[src/rtl/core/lckp_pkg.sv]
package lckp_pkg;

    localparam int LINE_CAPACITY = 32;
    localparam int LINE_DEPTH    = LINE_CAPACITY - 1;
    localparam int LEN_W         = $clog2(LINE_CAPACITY);
    localparam int ADDR_W        = $clog2(LINE_DEPTH);

    localparam int KW_COUNT = 20;
    localparam int KW_MAX   = 16;
    localparam int KW_BITS  = 8 * KW_MAX;
    localparam int CODE_W   = 5;

    localparam logic [CODE_W-1:0] CODE_NONE    = CODE_W'(0);
    localparam logic [CODE_W-1:0] CODE_UNKNOWN = CODE_W'(21);

    localparam logic [7:0] CH_CR     = 8'h0D;
    localparam logic [7:0] CH_LF     = 8'h0A;
    localparam logic [7:0] CH_DASH   = 8'h2D;
    localparam logic [7:0] CH_UPPER_A = 8'h41;
    localparam logic [7:0] CH_UPPER_Z = 8'h5A;
    localparam logic [7:0] CH_LOWER_A = 8'h61;
    localparam logic [7:0] CH_LOWER_Z = 8'h7A;
    localparam logic [7:0] CH_DIGIT_0 = 8'h30;
    localparam logic [7:0] CH_DIGIT_9 = 8'h39;
    localparam logic [7:0] CASE_OFFSET = 8'h20;

    typedef enum logic [1:0] {
        ST_PENDING = 2'd0,
        ST_READY   = 2'd1,
        ST_ERROR   = 2'd2
    } t_status;

    // Control from the sequencer to the keyword matcher.
    typedef struct packed {
        logic              init;
        logic              step;
        logic [ADDR_W-1:0] idx;
        logic [7:0]        ch;
    } t_match_ctl;

    // Keyword text, right-justified, first character in the highest used byte.
    function automatic logic [KW_BITS-1:0] kw_str(input int k);
        case (k)
            0:       return KW_BITS'("status");
            1:       return KW_BITS'("disable-all");
            2:       return KW_BITS'("read-raw");
            3:       return KW_BITS'("capture-stand");
            4:       return KW_BITS'("capture-crouch");
            5:       return KW_BITS'("capture-extend");
            6:       return KW_BITS'("select-a");
            7:       return KW_BITS'("select-b");
            8:       return KW_BITS'("select-wheel");
            9:       return KW_BITS'("arm");
            10:      return KW_BITS'("jog-positive");
            11:      return KW_BITS'("jog-negative");
            12:      return KW_BITS'("stop-all");
            13:      return KW_BITS'("power-arm");
            14:      return KW_BITS'("power-on");
            15:      return KW_BITS'("probe");
            16:      return KW_BITS'("phase10-arm");
            17:      return KW_BITS'("move-stand");
            18:      return KW_BITS'("move-mid-crouch");
            19:      return KW_BITS'("move-mid-extend");
            default: return '0;
        endcase
    endfunction

    function automatic int kw_len(input int k);
        logic [KW_BITS-1:0] s;
        int n;
        s = kw_str(k);
        n = 0;
        for (int b = 0; b < KW_MAX; b++) begin
            if (s[8*b +: 8] != 8'h00) begin
                n = n + 1;
            end
        end
        return n;
    endfunction

    function automatic logic [7:0] kw_char(input int k, input int i);
        logic [KW_BITS-1:0] s;
        int n;
        s = kw_str(k);
        n = kw_len(k);
        if (i < n) begin
            return s[8*(n-1-i) +: 8];
        end
        return 8'h00;
    endfunction

endpackage

[src/rtl/core/line_command_keyword_parser.sv]
// Line command parser: takes one received byte per transaction and returns one
// status/code result per byte. Letters, digits and '-' are stored (upper case
// folded to lower) in a 31-entry line RAM; CR or LF ends the line. An
// ordinary byte's result passes through a hold register to the output
// register. For a CR or LF ending a non-empty line, the stored line is first
// read back from the RAM one character per cycle while all twenty keywords are
// compared in parallel against that character. A new byte is taken while the
// previous result still waits on the output, one result deep.
module line_command_keyword_parser (
    input  logic       i_clk,
    input  logic       i_rst_n,
    input  logic       i_valid,
    output logic       o_ready,
    input  logic [7:0] i_rx_byte,
    output logic       o_valid,
    input  logic       i_ready,
    output logic [1:0] o_parse_status,
    output logic [4:0] o_command_code
);

    localparam int LEN_W  = lckp_pkg::LEN_W;
    localparam int ADDR_W = lckp_pkg::ADDR_W;

    typedef enum logic [1:0] {
        S_IDLE,
        S_SCAN,
        S_DONE
    } t_state;

    t_state                      r_state;
    logic [LEN_W-1:0]            r_len;
    logic                        r_ovf;
    logic [LEN_W-1:0]            r_rd_idx;
    logic                        r_cv;
    logic [ADDR_W-1:0]           r_ci;
    logic                        r_hold_valid;
    lckp_pkg::t_status           r_hold_status;
    logic [lckp_pkg::CODE_W-1:0] r_hold_code;
    logic                        r_out_valid;
    lckp_pkg::t_status           r_out_status;
    logic [lckp_pkg::CODE_W-1:0] r_out_code;

    logic                        accept;
    logic                        is_eol;
    logic [7:0]                  lc;
    logic                        legal;
    logic                        full;
    logic                        ram_we;
    logic                        rd_go;
    logic                        last_char;
    logic                        out_load;
    logic [7:0]                  ram_rdata;
    logic [lckp_pkg::CODE_W-1:0] match_code;
    lckp_pkg::t_match_ctl        mctl;

    assign o_ready  = (r_state == S_IDLE) && !r_hold_valid;
    assign accept   = i_valid && o_ready;
    assign out_load = r_hold_valid && (!r_out_valid || i_ready);

    always_comb begin
        is_eol = (i_rx_byte == lckp_pkg::CH_CR) || (i_rx_byte == lckp_pkg::CH_LF);
        if (i_rx_byte >= lckp_pkg::CH_UPPER_A && i_rx_byte <= lckp_pkg::CH_UPPER_Z) begin
            lc = i_rx_byte + lckp_pkg::CASE_OFFSET;
        end else begin
            lc = i_rx_byte;
        end
        legal = (lc >= lckp_pkg::CH_LOWER_A && lc <= lckp_pkg::CH_LOWER_Z) ||
                (lc >= lckp_pkg::CH_DIGIT_0 && lc <= lckp_pkg::CH_DIGIT_9) ||
                (lc == lckp_pkg::CH_DASH);
        full      = (r_len >= LEN_W'(lckp_pkg::LINE_CAPACITY - 1));
        ram_we    = accept && !is_eol && legal && !full && !r_ovf;
        rd_go     = (r_state == S_SCAN) && (r_rd_idx != r_len);
        last_char = (LEN_W'(r_ci) == r_len - LEN_W'(1));

        mctl.init = accept && is_eol && !r_ovf && (r_len != '0);
        mctl.step = (r_state == S_SCAN) && r_cv;
        mctl.idx  = r_ci;
        mctl.ch   = ram_rdata;
    end

    lckp_ram #(
        .WIDTH (8),
        .DEPTH (lckp_pkg::LINE_DEPTH)
    ) u_line_ram (
        .i_clk   (i_clk),
        .i_we    (ram_we),
        .i_waddr (r_len[ADDR_W-1:0]),
        .i_wdata (lc),
        .i_re    (rd_go),
        .i_raddr (r_rd_idx[ADDR_W-1:0]),
        .o_rdata (ram_rdata)
    );

    lckp_match u_match (
        .i_clk      (i_clk),
        .i_ctl      (mctl),
        .i_line_len (r_len),
        .o_code     (match_code)
    );

    always_ff @(posedge i_clk) begin
        if (!i_rst_n) begin
            r_state      <= S_IDLE;
            r_len        <= '0;
            r_ovf        <= 1'b0;
            r_rd_idx     <= '0;
            r_cv         <= 1'b0;
            r_hold_valid <= 1'b0;
            r_out_valid  <= 1'b0;
        end else begin
            if (out_load) begin
                r_out_valid  <= 1'b1;
                r_out_status <= r_hold_status;
                r_out_code   <= r_hold_code;
                r_hold_valid <= 1'b0;
            end else if (r_out_valid && i_ready) begin
                r_out_valid <= 1'b0;
            end

            unique case (r_state)
                S_IDLE: begin
                    if (accept) begin
                        r_hold_code <= lckp_pkg::CODE_NONE;
                        if (is_eol) begin
                            if (r_ovf) begin
                                r_hold_valid  <= 1'b1;
                                r_hold_status <= lckp_pkg::ST_ERROR;
                                r_len         <= '0;
                                r_ovf         <= 1'b0;
                            end else if (r_len != '0) begin
                                r_rd_idx <= '0;
                                r_cv     <= 1'b0;
                                r_state  <= S_SCAN;
                            end else begin
                                r_hold_valid  <= 1'b1;
                                r_hold_status <= lckp_pkg::ST_PENDING;
                            end
                        end else if (!legal) begin
                            r_hold_valid  <= 1'b1;
                            r_hold_status <= lckp_pkg::ST_ERROR;
                            r_len         <= '0;
                            r_ovf         <= 1'b0;
                        end else begin
                            r_hold_valid  <= 1'b1;
                            r_hold_status <= lckp_pkg::ST_PENDING;
                            if (full) begin
                                r_ovf <= 1'b1;
                            end else if (!r_ovf) begin
                                r_len <= r_len + LEN_W'(1);
                            end
                        end
                    end
                end
                S_SCAN: begin
                    // Reads are issued back to back; r_cv and r_ci track the
                    // character that the RAM returns in the following cycle.
                    if (rd_go) begin
                        r_rd_idx <= r_rd_idx + LEN_W'(1);
                        r_cv     <= 1'b1;
                        r_ci     <= r_rd_idx[ADDR_W-1:0];
                    end else begin
                        r_cv <= 1'b0;
                    end
                    if (r_cv && last_char) begin
                        r_state <= S_DONE;
                    end
                end
                S_DONE: begin
                    r_hold_valid  <= 1'b1;
                    r_hold_code   <= match_code;
                    r_hold_status <= (match_code == lckp_pkg::CODE_UNKNOWN) ?
                                     lckp_pkg::ST_ERROR : lckp_pkg::ST_READY;
                    r_len         <= '0;
                    r_ovf         <= 1'b0;
                    r_state       <= S_IDLE;
                end
                default: begin
                    r_state <= S_IDLE;
                end
            endcase
        end
    end

    assign o_valid        = r_out_valid;
    assign o_parse_status = r_out_status;
    assign o_command_code = r_out_code;

`ifndef SYNTHESIS
    a_ovf_only_when_full: assert property (@(posedge i_clk) disable iff (!i_rst_n)
        r_ovf |-> (r_len == LEN_W'(lckp_pkg::LINE_CAPACITY - 1)))
        else $error("overflow flag set with buffer not full");

    a_scan_nonempty: assert property (@(posedge i_clk) disable iff (!i_rst_n)
        (r_state == S_SCAN) |-> ((r_len != '0) && !r_ovf))
        else $error("keyword scan on an empty or overflowed line");

    a_done_hold_free: assert property (@(posedge i_clk) disable iff (!i_rst_n)
        (r_state == S_DONE) |-> !r_hold_valid)
        else $error("match result would overwrite a pending result");

    a_eol_starts_scan: assert property (@(posedge i_clk) disable iff (!i_rst_n)
        mctl.init |=> (r_state == S_SCAN) && (r_rd_idx == '0))
        else $error("end of line did not start the line readback");
`endif

endmodule

[src/rtl/core/lckp_ram.sv]
module lckp_ram #(
    parameter int WIDTH = 8,
    parameter int DEPTH = 31
) (
    input  logic                     i_clk,
    input  logic                     i_we,
    input  logic [$clog2(DEPTH)-1:0] i_waddr,
    input  logic [WIDTH-1:0]         i_wdata,
    input  logic                     i_re,
    input  logic [$clog2(DEPTH)-1:0] i_raddr,
    output logic [WIDTH-1:0]         o_rdata
);

    logic [WIDTH-1:0] r_mem [DEPTH];
    logic [WIDTH-1:0] r_rdata;

    always_ff @(posedge i_clk) begin
        if (i_we) begin
            r_mem[i_waddr] <= i_wdata;
        end
        if (i_re) begin
            r_rdata <= r_mem[i_raddr];
        end
    end

    assign o_rdata = r_rdata;

endmodule

[src/rtl/core/lckp_match.sv]
module lckp_match (
    input  logic                       i_clk,
    input  lckp_pkg::t_match_ctl       i_ctl,
    input  logic [lckp_pkg::LEN_W-1:0] i_line_len,
    output logic [lckp_pkg::CODE_W-1:0] o_code
);

    logic [lckp_pkg::KW_COUNT-1:0] r_cand;
    logic [lckp_pkg::KW_COUNT-1:0] n_cand;

    // Each keyword stays a candidate while its length equals the line length and every
    // character read back so far agrees with it.
    always_comb begin
        n_cand = r_cand;
        if (i_ctl.init) begin
            for (int k = 0; k < lckp_pkg::KW_COUNT; k++) begin
                n_cand[k] = (lckp_pkg::kw_len(k) == int'(i_line_len));
            end
        end else if (i_ctl.step) begin
            for (int k = 0; k < lckp_pkg::KW_COUNT; k++) begin
                n_cand[k] = r_cand[k] &&
                            (lckp_pkg::kw_char(k, int'(i_ctl.idx)) == i_ctl.ch);
            end
        end
    end

    always_ff @(posedge i_clk) begin
        r_cand <= n_cand;
    end

    always_comb begin
        o_code = lckp_pkg::CODE_UNKNOWN;
        for (int k = lckp_pkg::KW_COUNT - 1; k >= 0; k--) begin
            if (r_cand[k]) begin
                o_code = lckp_pkg::CODE_W'(k + 1);
            end
        end
    end

endmodule
[config.mk]
export PLATFORM = sky130hd
export DESIGN_NAME = line_command_keyword_parser
export DESIGN_NICKNAME = d
export VERILOG_FILES = /design/src/rtl/core/lckp_pkg.sv /design/src/rtl/core/line_command_keyword_parser.sv /design/src/rtl/core/lckp_ram.sv /design/src/rtl/core/lckp_match.sv
export SDC_FILE = /design/constraint.sdc
export NUM_CORES = 1
export LEC_CHECK = 0
export ABC_AREA = 1
export BUFFER_PORTS_ARGS = -buffer_cell sky130_fd_sc_hd__buf_2
export CORE_MARGIN = 1
export CORE_UTILIZATION = 31
export DETAILED_ROUTE_END_ITERATION = 6
export HOLD_SLACK_MARGIN = 0.08
export PLACE_DENSITY = 0.48
export SLEW_MARGIN = 20
export SYNTH_ARGS = -nofsm -noshare
export SYNTH_HDL_FRONTEND = slang
export SYNTH_SLANG_ARGS = --single-unit
[constraint.sdc]
create_clock -name i_clk -period 3.35 [get_ports i_clk]
set_clock_uncertainty 0.2 [all_clocks]
set_input_delay 0.67 -clock i_clk [delete_from_list [all_inputs] [get_ports i_clk]]
set_output_delay 0.67 -clock i_clk [all_outputs]
set_load 0.005 [all_outputs]
==> results.md <==
* Outcome: complete, no violations
* Final setup viols at 0
* Placer congestion estimate at 0.891
* Hold WC Path Type: reg2reg
* Reg area at 9180 um^2
* Post-synth top cells: nand2_1 (325), edfxtp_1 (295), nor2_1 (261), o21ai_0 (205), inv_1 (130)
* Nets at 2012
* Final-report hold violation count at 0
* Gr usage total at 19.6%
* Setup WS post-layout at 0.190 ns
* Clock tree buffer depth at 3
* CP most frequent cell: nand2_1
* Fill count at 5466
* Setup crit end kind: flop
* Final Cell Area at 19800 um^2
* Min Hold Slack at 0.217 ns
* Min cycle time layout at 3.16 ns
* Clk slew on worst S/H paths at 0.06 ns
* Cell area after synthesis at 17000 um^2
* Sum of negative setup slack at 0 ns
* Detail Placement HPWL at 39200 um
* N_diodes at 0
* Remaining DRCs at 0
* Largest area contributor in the netlist: edfxtp_1
* Synth top area share at 52.0%
* Leading post-synthesis cells by cell area: edfxtp_1 (52%), nand2_1 (7.2%), o21ai_0 (6.0%)
* Syn Inst Count at 1875
* Initial Utilization at 31.5%
* CTS H-tree lvls at 2
* Crit-path max cell delay at 0.43 ns
* Pin count of the biggest net entering global routing at 125
* PD cells at 408 nW/um^2
* WS Path Type: reg2reg
* Total Routed Length at 55500 um
* Number of synthesized flops with an enable pin at 295
* TritonCTS clock tree: yes
* Top_reg_cell synth: edfxtp_1
* Asr flop ratio synth at 0%
* Dpl ws at 0.102 ns
* Max rail drop VDD at 0.000325 V
* Clock sinks at 311
* Area growth syn-to-layout at 16.4%
* CP arrival at 3.35 ns
* Vias per cell at 5.33
* Syn avg cell area at 9.08 um^2
* Max Cap Viol at 0
* Placed Area at 18700 um^2
* CP bufs+invs at 3
* Grt ovf at 0
* Crit path max-delay family: compound AO/OA/AOI/OAI gates
* RSZ-0062 raised after global routing: false
* Layout cell share with drive strength beyond 1 at 12.8%
* Crit-path cells: inv_1 > ha_1 > inv_2 > o21ai_4 > buf_4 > nand2_1 > a21oi_1 > o21ai_0 > a211oi_1 > nand3_1 > nor3_1 > nand4_1 > nand2_1
* Routed WL per cell at 20.6 um
* Static leakage at 7.41 nW
* Synthesized net count at 1910
* Slew headroom at 45.7%
* Die W at 236 um
* Yosys reg bits at 311
* Max Freq at 0.317 GHz
* Core box area at 54000 um^2
* Number of synthesis warnings at 0
* Final Cycle Share at 94.3%
* Least-Margin Pin Slew at 0.809 ns
* Crit path max fanout at 7
* Count of cell types in the netlist at 56
* Required time of the critical path at 3.54 ns
* Rows at 85
* Final Max Tran Viols at 0
* Drt first pass iters at 5
* Final ANT Viol Nets at 0
* Seq/Total Area, Yosys at 53.9%
* Worst-skew pair later-pin latency at 0.53 ns
* Vias in the first global route at 14000
* Top-Level Pins at 21
* Startpoint Class: flop
* First-pass GRT wire length at 83600 um
* First DRT Iteration DRCs at 1159
* IO Port Bufs at 20
* Initial antenna violation count at 0
* CTS root buf: clkbuf_16
* CTS Buf Count at 34
* Slowest CP cell: ha_1
* Count leader, synth: nand2_1
* # hold bufs at CTS at 0
* Die footprint at 55900 um^2
* Vias at 14400
* Die height at 236 um
* Multi-input gate area at 6920 um^2
[final timing paths]
path                       start                end  slack (ns)  depth (start not counted)
hold / removal    r_hold_code[1]  o_command_code[1]        0.22                          0
setup reg to reg         r_ci[4]  u_match.r_cand[8]        0.19                         13
hold reg to reg   r_hold_code[1]  o_command_code[1]        0.22                          0
setup / recovery         r_ci[4]  u_match.r_cand[8]        0.19                         13
[timing repair]
| action | 4_1_cts | 5_1_grt |
|---|---|---|
| setup endpoints to repair | 0 | 1 |
| resized for setup | 0 | 0 |
| setup buffers | 0 | 1 |
[placed cells by master, fill, tap and decap left out, drive strengths merged, types with 4 or more instances in the layout]
cell type and count:
o22ai 42, o21bai 4, nand2 331, nand4 31
clkinv 22, nor2 271, o31ai 6, buf 157
o221ai 27, nor3 33, nand3 109, o21ai 225
a21oi 66, xor2 69, inv 145, o211ai 30
xnor2 9, a211oi 8, a31oi 5, dfxtp 16
nand3b 5, edfxtp 295, clkbuf 40, ha 23
nor4 6
[report_power, final]
group | internal [mW] | total, mW | switching [mW]
combinational | 0.0643 | 0.236 | 0.171
clock | 2.04 | 3.57 | 1.53
sequential | 4.26 | 4.27 | 0.00932
total | 6.37 | 8.07 | 1.71
[sequential cells by signal, indices dropped and copies added (netlist names)]
register	count
o_parse_status	2
r_state	2
u_line_ram.r_mem	248
r_hold_code	5
r_hold_status	2
r_rd_idx	5
r_cv	1
o_valid	1
r_hold_valid	1
o_command_code	5
u_match.r_cand	20
r_ci	5
r_len	5
u_line_ram.o_rdata	8
r_ovf	1
[per-layer routing]
layer / up-vias / global-route usage [%] / wire length, um
met3: 92 / 2.74 / 3280
met1: 6996 / 27.2 / 25300
met4: 0 / 6.22 / 1350
met5: - / 0 / 0
li1: 6811 / - / -
met2: 489 / 31.6 / 25500
[worst register-to-register path: stages, from the launching register on]
cell and delay, ns:
edfxtp_1 0.38, inv_1 0.22, ha_1 0.43, inv_2 0.17
o21ai_4 0.21, buf_4 0.20, nand2_1 0.10, a21oi_1 0.21
o21ai_0 0.11, a211oi_1 0.31, nand3_1 0.11, nor3_1 0.15
nand4_1 0.13, nand2_1 0.08
[layout make-up]
cell class	count	area share [%]
clock inverter	22	0.916
clock buffer	40	4.41
timing repair buffer	157	6.14
inverter	150	2.85
tap	696	4.40
sequential	311	46.4
multi-input combinational	1323	34.9
[cells by family (layout without fill, tap and decap cells)]
group	Yosys count	count (layout)	share of synthesized area, %
DFF	311	311	53.9
AOI/OAI and AO/OA	433	433	15.2
adders and majority gates	23	23	1.69
buffers and inverters	241	369	5.47
and+or+nand+nor	789	789	19.5
xor gates and xnor gates	78	78	4.26
[stage by stage]
| stage | util, % | instances | total power [mW] |
|---|---|---|---|
| after detailed placement | 34.7 | 2636 | 4.59 |
| after CTS | 36.7 | 2698 | 8.16 |
| final | 36.7 | 2699 | 8.07 |
| after floorplan | - | 1875 | 4.45 |
| after global routing | 36.7 | 2699 | 8.32 |
| after global placement | 34.7 | 2636 | 4.59 |
No activity file was read; power rests on OpenSTA's default activity.
